### config.mk
export PLATFORM = sky130hd
export DESIGN_NAME = median_gated_window_average
export DESIGN_NICKNAME = d
export VERILOG_FILES = /design/src/rtl/mgwa_pkg.sv /design/src/rtl/median_gated_window_average.sv /design/src/rtl/mgwa_alu.sv /design/src/rtl/mgwa_window.sv
export SDC_FILE = /design/constraint.sdc
export NUM_CORES = 1
export LEC_CHECK = 0
export BUFFER_PORTS_ARGS = -buffer_cell sky130_fd_sc_hd__buf_4
export CORE_UTILIZATION = 55
export DETAILED_ROUTE_END_ITERATION = 6
export GPL_TIMING_DRIVEN = 0
export PLACE_DENSITY = 0.76
export SYNTH_ARGS = -nofsm -noshare
export SYNTH_HDL_FRONTEND = slang
export SYNTH_HIERARCHICAL = 1
export SYNTH_SLANG_ARGS = --single-unit
### constraint.sdc
create_clock -name clock -period 9.2 [get_ports clock]
set_input_delay 1.84 -clock clock [delete_from_list [all_inputs] [get_ports clock]]
set_output_delay 1.84 -clock clock [all_outputs]
set_load 0.01 [all_outputs]
### src/rtl/mgwa_pkg.sv
// shared types and constants for the median gated window average
package mgwa_pkg;

   localparam int SAMPLE_W = 16;
   localparam int DIFF_W   = SAMPLE_W + 1;

   localparam logic [SAMPLE_W-1:0] MAX_DEV_RESET = 16'd100;

   // window storage control from the sequencer
   typedef struct packed {
      logic shift_in;
      logic rotate;
   } win_ctl_type;

   // shared subtractor result
   typedef struct packed {
      logic                       neg;
      logic                       zero;
      logic        [SAMPLE_W-1:0] mag;
      logic signed [DIFF_W-1:0]   diff;
   } alu_res_type;

endpackage

### src/rtl/median_gated_window_average.sv
// top level: outlier rejecting moving average around the window median
//
// usage
//   req channel: one beat per sensor sample, req_tdata holds the signed sample
//   rsp channel: exactly one beat per req beat, in order; rsp_tuser is the
//     valid flag of the smoothed value, rsp_tdata the value (zero if invalid)
//   csr port: csr_wr_en writes max_deviation in one cycle, write only while idle
//   the first WINDOW samples only fill the window and return the held result
//   (invalid, zero after reset); later samples shift the window and re-evaluate
// sequencing
//   a filling sample: from idle to the output state, which registers the rsp
//   beat once the output is free; a full-window sample passes the rank and
//   gate states and, unless every sample is rejected, the divide, the single
//   shared subtractor doing rank count, deviation gate and restoring divide in turn
//   one sample at a time: req_tready is high only while the sequencer is idle
// reset
//   synchronous, clears the fill state, the held result and max_deviation (100)
// stall
//   a pending rsp beat holds while rsp_tready is low; the next sample may be
//   taken and evaluated meanwhile, its result waits until the output frees
module median_gated_window_average import mgwa_pkg::*; #(
   parameter int WINDOW = 7
) (
   input  logic                clock,
   input  logic                reset,
   input  logic                req_tvalid,
   output logic                req_tready,
   input  logic [SAMPLE_W-1:0] req_tdata,    // [15:0] sample
   output logic                rsp_tvalid,
   input  logic                rsp_tready,
   output logic [SAMPLE_W-1:0] rsp_tdata,    // [15:0] smoothed_value
   output logic                rsp_tuser,    // [0] result_valid
   input  logic                csr_wr_en,
   input  logic [SAMPLE_W-1:0] csr_wr_data   // [15:0] max_deviation
);

   localparam int MID     = WINDOW / 2;
   localparam int CNT_W   = $clog2(WINDOW + 1);
   localparam int STEP_W  = $clog2(WINDOW + 1);
   localparam int PASS_W  = $clog2(WINDOW);
   localparam int SUM_W   = DIFF_W + $clog2(WINDOW);
   localparam int DSTEP_W = $clog2(SUM_W);
   localparam int REM_W   = CNT_W + 1;

   typedef enum logic [2:0] {
      ST_IDLE,
      ST_RANK,
      ST_GATE,
      ST_DIV_SETUP,
      ST_DIV,
      ST_DIV_FIX,
      ST_OUT
   } state_type;

   // control state
   state_type            state_ff,      state_in;
   logic [PASS_W-1:0]    fill_ff,       fill_in;
   logic                 full_ff,       full_in;
   logic [PASS_W-1:0]    pass_ff,       pass_in;
   logic [STEP_W-1:0]    step_ff,       step_in;
   logic [DSTEP_W-1:0]   dstep_ff,      dstep_in;
   logic                 held_valid_ff, held_valid_in;
   logic [SAMPLE_W-1:0]  held_value_ff, held_value_in;
   logic [SAMPLE_W-1:0]  max_dev_ff,    max_dev_in;
   logic                 rsp_valid_ff,  rsp_valid_in;

   // datapath registers
   logic signed [SAMPLE_W-1:0] cand_ff,   cand_in;
   logic signed [SAMPLE_W-1:0] median_ff, median_in;
   logic [CNT_W-1:0]           lt_ff,     lt_in;
   logic [CNT_W-1:0]           le_ff,     le_in;
   logic signed [SUM_W-1:0]    sum_ff,    sum_in;
   logic [CNT_W-1:0]           count_ff,  count_in;
   logic                       neg_ff,    neg_in;
   logic [SUM_W-1:0]           quo_ff,    quo_in;
   logic [CNT_W-1:0]           rem_ff,    rem_in;
   logic                       rsp_flag_ff, rsp_flag_in;
   logic [SAMPLE_W-1:0]        rsp_data_ff, rsp_data_in;

   logic                       accept;
   logic signed [SAMPLE_W-1:0] sample;
   logic signed [SAMPLE_W-1:0] head;
   win_ctl_type                win_ctl;
   logic signed [DIFF_W-1:0]   op_a;
   logic signed [DIFF_W-1:0]   op_b;
   alu_res_type                alu_res;
   logic [REM_W-1:0]           trial;
   logic [SUM_W-1:0]           quo_final;

   assign req_tready = (state_ff == ST_IDLE);
   assign accept     = req_tvalid && req_tready;
   assign sample     = signed'(req_tdata);

   // the window shifts on every accepted sample and rotates once per rank or gate step;
   // both the rank and the gate phase end on a whole number of turns
   assign win_ctl.shift_in = accept;
   assign win_ctl.rotate   = (state_ff == ST_RANK) || (state_ff == ST_GATE);

   mgwa_window #(
      .WINDOW (WINDOW)
   ) u_window (
      .clock     (clock),
      .ctl       (win_ctl),
      .sample_in (sample),
      .head      (head)
   );

   // restoring divide: next partial remainder candidate
   assign trial = {rem_ff, quo_ff[SUM_W-1]};

   // operand select for the shared subtractor
   always_comb begin
      unique case (state_ff)
         ST_RANK: begin
            op_a = DIFF_W'(head);
            op_b = DIFF_W'(cand_ff);
         end
         ST_GATE: begin
            op_a = DIFF_W'(head);
            op_b = DIFF_W'(median_ff);
         end
         ST_DIV: begin
            op_a = DIFF_W'(trial);
            op_b = DIFF_W'(count_ff);
         end
         default: begin
            op_a = '0;
            op_b = '0;
         end
      endcase
   end

   mgwa_alu u_alu (
      .op_a (op_a),
      .op_b (op_b),
      .res  (alu_res)
   );

   assign quo_final = neg_ff ? SUM_W'(-quo_ff) : quo_ff;

   // sequencer
   always_comb begin
      state_in      = state_ff;
      fill_in       = fill_ff;
      full_in       = full_ff;
      pass_in       = pass_ff;
      step_in       = step_ff;
      dstep_in      = dstep_ff;
      held_valid_in = held_valid_ff;
      held_value_in = held_value_ff;
      max_dev_in    = csr_wr_en ? csr_wr_data : max_dev_ff;
      rsp_valid_in  = rsp_valid_ff && !rsp_tready;
      cand_in       = cand_ff;
      median_in     = median_ff;
      lt_in         = lt_ff;
      le_in         = le_ff;
      sum_in        = sum_ff;
      count_in      = count_ff;
      neg_in        = neg_ff;
      quo_in        = quo_ff;
      rem_in        = rem_ff;
      rsp_flag_in   = rsp_flag_ff;
      rsp_data_in   = rsp_data_ff;

      unique case (state_ff)
         ST_IDLE: begin
            if (accept) begin
               if (!full_ff) begin
                  // filling: store only, return the held result
                  if (fill_ff == PASS_W'(WINDOW - 1)) begin
                     fill_in = '0;
                     full_in = 1'b1;
                  end else begin
                     fill_in = fill_ff + 1'b1;
                  end
                  state_in = ST_OUT;
               end else begin
                  pass_in  = '0;
                  step_in  = '0;
                  state_in = ST_RANK;
               end
            end
         end

         ST_RANK: begin
            // per candidate: latch it, compare against the others, then one spare
            // rotate so the next pass starts on the next element
            if (step_ff == '0) begin
               cand_in = head;
               lt_in   = '0;
               le_in   = CNT_W'(1);
               step_in = step_ff + 1'b1;
            end else if (step_ff < STEP_W'(WINDOW)) begin
               if (alu_res.neg) begin
                  lt_in = lt_ff + 1'b1;
               end
               if (alu_res.neg || alu_res.zero) begin
                  le_in = le_ff + 1'b1;
               end
               step_in = step_ff + 1'b1;
            end else begin
               // candidate sits at the middle rank of the sorted window
               if (lt_ff <= CNT_W'(MID) && le_ff > CNT_W'(MID)) begin
                  median_in = cand_ff;
               end
               step_in = '0;
               if (pass_ff == PASS_W'(WINDOW - 1)) begin
                  pass_in  = '0;
                  sum_in   = '0;
                  count_in = '0;
                  state_in = ST_GATE;
               end else begin
                  pass_in = pass_ff + 1'b1;
               end
            end
         end

         ST_GATE: begin
            if (alu_res.mag < max_dev_ff) begin
               sum_in   = sum_ff + SUM_W'(head);
               count_in = count_ff + 1'b1;
            end
            if (step_ff == STEP_W'(WINDOW - 1)) begin
               step_in  = '0;
               state_in = ST_DIV_SETUP;
            end else begin
               step_in = step_ff + 1'b1;
            end
         end

         ST_DIV_SETUP: begin
            if (count_ff == '0) begin
               // every sample rejected
               held_valid_in = 1'b0;
               held_value_in = '0;
               state_in      = ST_OUT;
            end else begin
               neg_in   = sum_ff[SUM_W-1];
               quo_in   = sum_ff[SUM_W-1] ? SUM_W'(-sum_ff) : SUM_W'(sum_ff);
               rem_in   = '0;
               dstep_in = '0;
               state_in = ST_DIV;
            end
         end

         ST_DIV: begin
            // one quotient bit per cycle, magnitude divided by count
            rem_in = alu_res.neg ? trial[CNT_W-1:0] : alu_res.diff[CNT_W-1:0];
            quo_in = {quo_ff[SUM_W-2:0], !alu_res.neg};
            if (dstep_ff == DSTEP_W'(SUM_W - 1)) begin
               state_in = ST_DIV_FIX;
            end else begin
               dstep_in = dstep_ff + 1'b1;
            end
         end

         ST_DIV_FIX: begin
            // truncation toward zero: sign applied to the magnitude quotient
            held_valid_in = 1'b1;
            held_value_in = quo_final[SAMPLE_W-1:0];
            state_in      = ST_OUT;
         end

         ST_OUT: begin
            if (!rsp_valid_ff || rsp_tready) begin
               rsp_valid_in = 1'b1;
               rsp_flag_in  = held_valid_ff;
               rsp_data_in  = held_value_ff;
               state_in     = ST_IDLE;
            end
         end

         default: begin
            state_in = ST_IDLE;
         end
      endcase
   end

   always_ff @(posedge clock) begin
      if (reset) begin
         state_ff      <= ST_IDLE;
         fill_ff       <= '0;
         full_ff       <= 1'b0;
         pass_ff       <= '0;
         step_ff       <= '0;
         dstep_ff      <= '0;
         held_valid_ff <= 1'b0;
         held_value_ff <= '0;
         max_dev_ff    <= MAX_DEV_RESET;
         rsp_valid_ff  <= 1'b0;
      end else begin
         state_ff      <= state_in;
         fill_ff       <= fill_in;
         full_ff       <= full_in;
         pass_ff       <= pass_in;
         step_ff       <= step_in;
         dstep_ff      <= dstep_in;
         held_valid_ff <= held_valid_in;
         held_value_ff <= held_value_in;
         max_dev_ff    <= max_dev_in;
         rsp_valid_ff  <= rsp_valid_in;
      end
      cand_ff     <= cand_in;
      median_ff   <= median_in;
      lt_ff       <= lt_in;
      le_ff       <= le_in;
      sum_ff      <= sum_in;
      count_ff    <= count_in;
      neg_ff      <= neg_in;
      quo_ff      <= quo_in;
      rem_ff      <= rem_in;
      rsp_flag_ff <= rsp_flag_in;
      rsp_data_ff <= rsp_data_in;
   end

   assign rsp_tvalid = rsp_valid_ff;
   assign rsp_tuser  = rsp_flag_ff;
   assign rsp_tdata  = rsp_data_ff;

endmodule

### src/rtl/mgwa_alu.sv
// shared subtractor with sign, zero and magnitude flags
module mgwa_alu import mgwa_pkg::*; (
   input  logic signed [DIFF_W-1:0] op_a,
   input  logic signed [DIFF_W-1:0] op_b,
   output alu_res_type              res
);

   logic signed [DIFF_W-1:0] diff;
   logic        [DIFF_W-1:0] abs_v;

   assign diff  = op_a - op_b;
   assign abs_v = diff[DIFF_W-1] ? DIFF_W'(-diff) : diff;

   // |a - b| of two 16-bit samples never exceeds 65535
   assign res.neg  = diff[DIFF_W-1];
   assign res.zero = (diff == '0);
   assign res.mag  = abs_v[SAMPLE_W-1:0];
   assign res.diff = diff;

endmodule

### src/rtl/mgwa_window.sv
// sample window as a circular shift line read at its head
module mgwa_window import mgwa_pkg::*; #(
   parameter int WINDOW = 7
) (
   input  logic                       clock,
   input  win_ctl_type                ctl,
   input  logic signed [SAMPLE_W-1:0] sample_in,
   output logic signed [SAMPLE_W-1:0] head
);

   logic signed [SAMPLE_W-1:0] win_ff [WINDOW];
   logic signed [SAMPLE_W-1:0] tail_in;

   // new sample drops the oldest, rotate moves the head to the tail
   assign tail_in = ctl.shift_in ? sample_in : win_ff[0];

   always_ff @(posedge clock) begin
      if (ctl.shift_in || ctl.rotate) begin
         for (int k = 0; k < WINDOW - 1; k++) begin
            win_ff[k] <= win_ff[k+1];
         end
         win_ff[WINDOW-1] <= tail_in;
      end
   end

   assign head = win_ff[0];

endmodule

==> results of run 1 <==
-- final cells by class --
class,instances,share of cell area [%]
plain buffers,41,1.45
well taps,319,2.70
clock inverters,10,0.507
repair buffers,57,3.03
multi-input cells,730,34.9
flip-flops and latches,266,50.5
inverters,58,1.47
clock buffers,38,5.49
-- layer usage --
layer / global-route usage, % / vias to the layer above
li1: - / 4192
met1: 28.2 / 4005
met2: 34.0 / 207
met3: 2.92 / 56
met4: 8.45 / 0
met5: 0 / -
-- critical path: cells and delay by family, from the launching register on --
| kind | cells | cell delay (ns) |
|---|---|---|
| AND/OR/NAND/NOR | 5 | 0.96 |
| buffers and inverters | 5 | 0.92 |
| adder cells (fa/ha/maj) | 3 | 0.93 |
| XOR/XNOR | 1 | 0.20 |
| AO/OA/AOI/OAI | 11 | 2.42 |
| flip-flops | 1 | 0.30 |
| multiplexers | 1 | 0.40 |
-- flip-flops by register name (all words and copies together) (netlist names), 3 cells and up --
signal	flops
median_ff	16
state_ff	3
u_window/win_ff	112
sum_ff	20
max_dev_ff	16
cand_ff	16
rem_ff	3
dstep_ff	5
pass_ff	3
le_ff	3
step_ff	3
held_value_ff	16
count_ff	3
lt_ff	3
quo_ff	20
fill_ff	3
rsp_tdata	16
-- per-stage QoR --
stage	hold WS (ns)	util (%)	instance area, sq um	cells
after CTS	0.417	63.2	14800	1519
final	0.417	63.2	14800	1519
after floorplan	0.400	-	13100	1095
after global routing	0.419	63.2	14800	1519
after detailed placement	0.405	59.5	13900	1471
after global placement	0.400	59.2	13800	1467
-- path summary, 6_finish.rpt --
path                         start                    end  slack (ns)  cells past startpoint
min reg2reg  u_window/win_ff[2][3]  u_window/win_ff[1][3]        0.42                      0
max                    state_ff[1]             sum_ff[14]        2.74                     26
min          u_window/win_ff[2][3]  u_window/win_ff[1][3]        0.42                      0
max reg2reg            state_ff[1]             sum_ff[14]        2.74                     26
==> results by stage, run 1 <==
CTS:
- The number of sinks driven by the clock tree is 266.
- The hold-fix buffer count after cts is 0.
- TritonCTS built the clock tree.
- The number of instances resized during post-cts repair is 0.
- CTS built an H-tree with a depth of 1.
- The clock buffer count from CTS is 28.
- Clock tree synthesis selected as its root buffer the cell sky130_fd_sc_hd__clkbuf_16.
- The latest clock arrival within the worst-skew pair is 0.54 ns.
- The post-CTS setup repair buffer count is 0.
- The clock-pin slew reported for the worst setup and hold paths after clock tree synthesis is 0.06 ns.
- The clock passes through at most 3 buffers.

Floorplanning:
- Measured along the y axis, the die boundary spans 156 um.
- The area inside the core boundary is 23400 sq um.
- The starting utilization of the core area is 55.8%.
- 56 I/O pins were placed.
- The floorplan step set the die width to 156 um.
- After floorplanning, the core was divided into 56 placement rows.
- The die covers 24400 sq um.

Finish:
- The number of antenna repair diodes is 0.
- In the layout the commonest cells are sky130_fd_sc_hd__edfxtp_1, sky130_fd_sc_hd__nor2_1, sky130_fd_sc_hd__nand2_1.
- The most frequent standard cell in the layout excluding fill and tap cells is sky130_fd_sc_hd__edfxtp_1.
- In the final layout, the share of cells above drive strength 1 is 13.8%.
- The layout has 1841 filler cells.
- The net count of the finished layout is 1284.
- The sequential standard cell area is 7470 sq um.
- The growth of design area from synthesis to finish is 13.4%.
- In the final layout, the multi-input gates occupy 5170 sq um.

Timing:
- For the pin with the worst max-slew slack, the measured transition is 1.22 ns.
- The least setup slack across all paths after layout is 2.74 ns.
- Setup repair after global routing left no endpoint under its margin.
- Measured against its own limit, the worst slew margin works out to 18.5%.
- The hold violation total from the final report is 0.
- The total setup violations reported at the end of the flow is 0.
- The final count of pins violating max slew is 0.
- The final critical path takes up 70.2% of the cycle.
- The setup TNS is 0 ns.
- The worst path needs 6.46 ns of the cycle, external delays included.
- The clock skew is 0.0102 ns.
- Based on the critical path, the design can be clocked at up to 155 MHz.

Outcome:
- The run finished with clean final reports.

Synthesis:
- The synthesized netlist cell count is 1095.
- The post-synthesis instance area is 13100 sq um.
- Counting every net in the synthesized netlist gives 1197.
- The Yosys step of the flow raised 6 warnings.
- The average cell area after synthesis is 11.9 sq um.

Setup path:
- The critical path class is reg2reg.
- The critical-path cell with the highest stage delay is sky130_fd_sc_hd__a21oi_2.
- The maximum fanout along the worst path is 16.
- The worst setup path is captured at a flip-flop.
- For the worst setup path, the data required time is 9.44 ns.
- For this run, the slowest stage of the critical path takes 0.54 ns.
- STA puts the critical path data arrival time at 6.70 ns.
- The worst setup path is launched from a flip-flop.

Routing:
- Dividing the detail-routed wire length by the instance count gives 16.3 um.
- The first-iteration detailed-routing DRC count is 572.
- After detailed routing, the number of remaining DRC violations is 0.
- The met2 wire length is 11.3 mm.
- The detailed router put a total of 11.5 mm of wire on met1.
- The highest metal layer carrying signal wires in the routed design is met4.
- Before antenna repair, the detailed router went through 5 iterations.
- Once detail routing completed, the nets flagged for antenna violations numbered 0.
- Summed over all layers, the routed wires come to 24.8 mm.
- Dividing the detail-routed via count by the number of cells gives 5.57.
- The wire length on met3 is 1.07 mm.
- The count of vias placed by the detailed router is 8460.

Run:
- The tool flagged a number of max-cap violations equal to 0.

Min path:
- The path class of the tightest hold or removal check is reg2reg.

Placement:
- The number of buffers inserted by port buffering is 53.
- The global placer's final weighted congestion is 0.874.
- Once detailed placement completed, the half-perimeter wirelength came to 17.9 mm.
- The setup slack after placement is 2.83 ns.

Global route:
- The initial antenna violation count came to 0.
- The global-route wire length before repair is 40.1 mm.
- The pin count of the biggest net entering global routing is 71.
- The combined global-route utilization of all metal layers is 20.9%.
- The remaining global-route overflow is 0.
- The number of global-route vias before repair came to 8027.
Power of run 1 is not shown: default switching activity piles up to over one toggle a cycle in this logic, so the estimate is an artifact.
==> inputs of run 2 (changes only) <==
Clock period 9.2 ns to 6.1 ns, I/O delays scaled along.
==> run 2 against run 1 <==
  * Fmax is 12% higher
  * Wire length grew 0.23%
  * Register-to-register slack lost 2.4 ns
  * Sequential cell count unchanged
  * Design area up 0.61%
  * Cell count up 0.39%
  * Via count up 0.26%
  * Sequential share of layout area decreased by 0.31 points
  * Worst setup slack worse by 2.4 ns
  * Critical endpoint is now sum_ff[3]
  * Largest cell class unchanged
==> results by stage, run 2 (same netlist as run 1, synthesis figures left out) <==
Outcome:
- The run finished with clean final reports.

Floorplanning:
- The height of the chip is 156 um (unchanged).
- The floorplan die width was 156 um (unchanged).
- The number of rows created at floorplan is 56 (unchanged).
- The overall die area is 24400 sq um (unchanged).
- The total I/O pin count is 56 (unchanged).
- The area inside the core boundary is 23400 sq um (unchanged).
- The starting utilization of the core area is 55.8% (unchanged).

Finish:
- The growth of design area from synthesis to finish is 14.1%.
- The number of antenna repair diodes was 0 (unchanged).
- The library cell used most frequently in the layout, excluding fill and tap cells, is sky130_fd_sc_hd__edfxtp_1.
- Leaving out fill and tap cells, the most frequent cells in the layout are sky130_fd_sc_hd__edfxtp_1, sky130_fd_sc_hd__nor2_1, sky130_fd_sc_hd__nand2_1.
- The flip-flop count of the largest register, all copies and words added is 112 (unchanged).
- Ranked by flip-flop count, first place goes to u_window/win_ff.
- The fraction of layout cells with a size suffix above 1 is 14.8% (+1.0 points).
- The number of standard cells in the final layout excluding fillers is 1525 (+0.39%).
- The number of nets in the layout is 1290 (+0.47%).
- In the final layout, the registers with the most flip-flops are u_window/win_ff (112), quo_ff (20), sum_ff (20).

Routing:
- The first-iteration detailed-routing DRC count came to 548 (-4.2%).
- The uppermost layer routed is met4.
- The overall routed net length is 24.8 mm (+0.23%).
- The detail-routed net length per standard cell is 16.3 um (-0.16%).
- The met2 wire length is 11.4 mm (+0.16%).
- The remaining number of nets flagged by the antenna check after routing is 0 (unchanged).
- The wire length on met3 came to 1.09 mm (+1.6%).
- The detailed-route wire length on metal 1 came to 11.5 mm (-0.38%).
- The number of iterations in the first detailed-routing pass was 7 (+2).
- The total DRC errors in the routed layout is 0 (unchanged).
- The via-per-instance ratio is 5.56 (-0.13%).
- The count of vias placed by the detailed router is 8482 (+0.26%).

Global route:
- The initial antenna violation count was 0 (unchanged).
- The combined global-route utilization of all metal layers was 20.9% (+0.026 points).
- The global-route wire length before repair is 40.2 mm (+0.14%).
- The remaining global-route overflow is 0 (unchanged).
- The number of global-route vias before repair was 8039 (+0.15%).
- The pin count of the biggest net entering global routing is 71 (unchanged).

CTS:
- The hold-fix buffer count after cts is 0 (unchanged).
- The cell sitting at the root of the clock tree is a sky130_fd_sc_hd__clkbuf_16.
- The clock-pin slew reported for the worst setup and hold paths after clock tree synthesis was 0.06 ns (about the same).
- The number of sinks driven by the clock tree came to 266 (unchanged).
- The clock buffer count from CTS is 28 (unchanged).
- TritonCTS built the clock tree.
- The H-tree level count is 1 (unchanged).
- The maximum root-to-sink buffer count came to 3 (unchanged).
- The latest clock arrival within the worst-skew pair came to 0.53 ns (about the same).

Timing:
- Setup repair after global routing left no endpoint under its margin.
- The clock skew came to 0.0106 ns (+0.000416 ns).
- The achievable frequency is 174 MHz (+12%).
- The part of the cycle the worst path needs came to 94.2% (+24 points).
- The minimum period implied by the final worst setup slack is 5.75 ns (-0.716 ns).
- The hold violation total from the final report came to 0 (unchanged).
- The least setup slack across all paths after layout is 0.354 ns (-2.38 ns).
- The transition time at the pin with the least slew margin was 1.21 ns (-0.00600 ns).
- The worst max-slew margin expressed relative to the limit came to 18.9% (+0.40 points).
- The final count of pins violating max slew is 0 (unchanged).
- The total setup violations reported at the end of the flow came to 0 (unchanged).

Setup path:
- The required time of the worst setup path is 6.35 ns (-3.09 ns).
- The worst stage delay on the critical path is 0.41 ns (-0.13 ns).
- The arrival time of the worst setup path came to 5.99 ns (-0.71 ns).
- Among all stages on the critical path, the largest delay is contributed by sky130_fd_sc_hd__fa_1.
- The critical path class is reg2reg.
- The worst setup path is captured at a flip-flop.
- The internal reg-to-reg setup slack came to 0.35 ns (-2.38 ns).
- STA classifies the critical path startpoint as a flip-flop.
- The maximum fanout along the worst path is 9 (-7).

Placement:
- The number of buffers inserted by port buffering came to 53 (unchanged).
- The number of cells after detailed placement was 1471 (unchanged).
- The setup slack after placement is -0.266 ns (-3.10 ns).
- The global placer's final weighted congestion is 0.874 (unchanged).
- The HPWL reported at the end of detailed placement came to 17.9 mm (unchanged).

Min path:
- The min-delay analysis places its worst path in the category reg2reg.

Run:
- The max-cap violation count was 0 (unchanged).
==> run 2: cell types whose count changed in the layout (fill, tap and decap cells not counted), sizes merged <==
cell  change
buf       +6
==> run 2: layer usage <==
metal | vias to the layer above | GRT usage [%]
met5 | - | 0
met4 | 0 | 8.45
met3 | 62 | 2.92
met2 | 202 | 34.1
met1 | 4014 | 28.3
li1 | 4204 | -
==> run 2: cell type report <==
cell class	instances	area, sq um
Fill cell	1832	8510
Sequential cell	266	7470
Multi-Input combinational cell	730	5200
Clock buffer	38	812
Timing Repair Buffer	64	505
Tap cell	319	399
Buffer	40	218
Inverter	58	218
Clock inverter	10	75.1
==> run 2: stage by stage <==
| step | TNS [ns] | utilization, % | hold WS [ns] | instance area, sq um |
|---|---|---|---|---|
| 2_1_floorplan | 0 | - | 0.400 | 13100 |
| 3_3_place_gp | -31.64 | 59.2 | 0.400 | 13800 |
| 3_5_place_dp | -4.73 | 59.5 | 0.405 | 13900 |
| 4_1_cts | 0 | 63.4 | 0.417 | 14800 |
| 5_1_grt | 0 | 63.6 | 0.419 | 14900 |
| 6_report | 0 | 63.6 | 0.417 | 14900 |
==> run 2: final timing paths <==
| path | from | end | depth (start not counted) |
|---|---|---|---|
| setup / recovery | state_ff[1] | sum_ff[3] | 26 |
| setup reg to reg | state_ff[1] | sum_ff[3] | 26 |
| hold reg to reg | u_window/win_ff[2][3] | u_window/win_ff[1][3] | 0 |
| hold / removal | u_window/win_ff[2][3] | u_window/win_ff[1][3] | 0 |
==> run 2: critical path, delay by kind of cell (launching register included) <==
family,cells,cell delay (ns)
mux,1,0.32
compound gates,11,2.18
simple gates,5,0.79
buf+inv,5,0.72
fa+ha+maj,3,0.94
xor+xnor,1,0.20
flops,1,0.30
==> run 2: what timing repair did <==
item,in CTS,in global routing
buffers inserted,2,5
endpoints found under the setup margin,23,23
pin swaps,0,2
gates cloned,0,0
gates resized for setup,2,12
Power of run 2 is left out for the same reason.
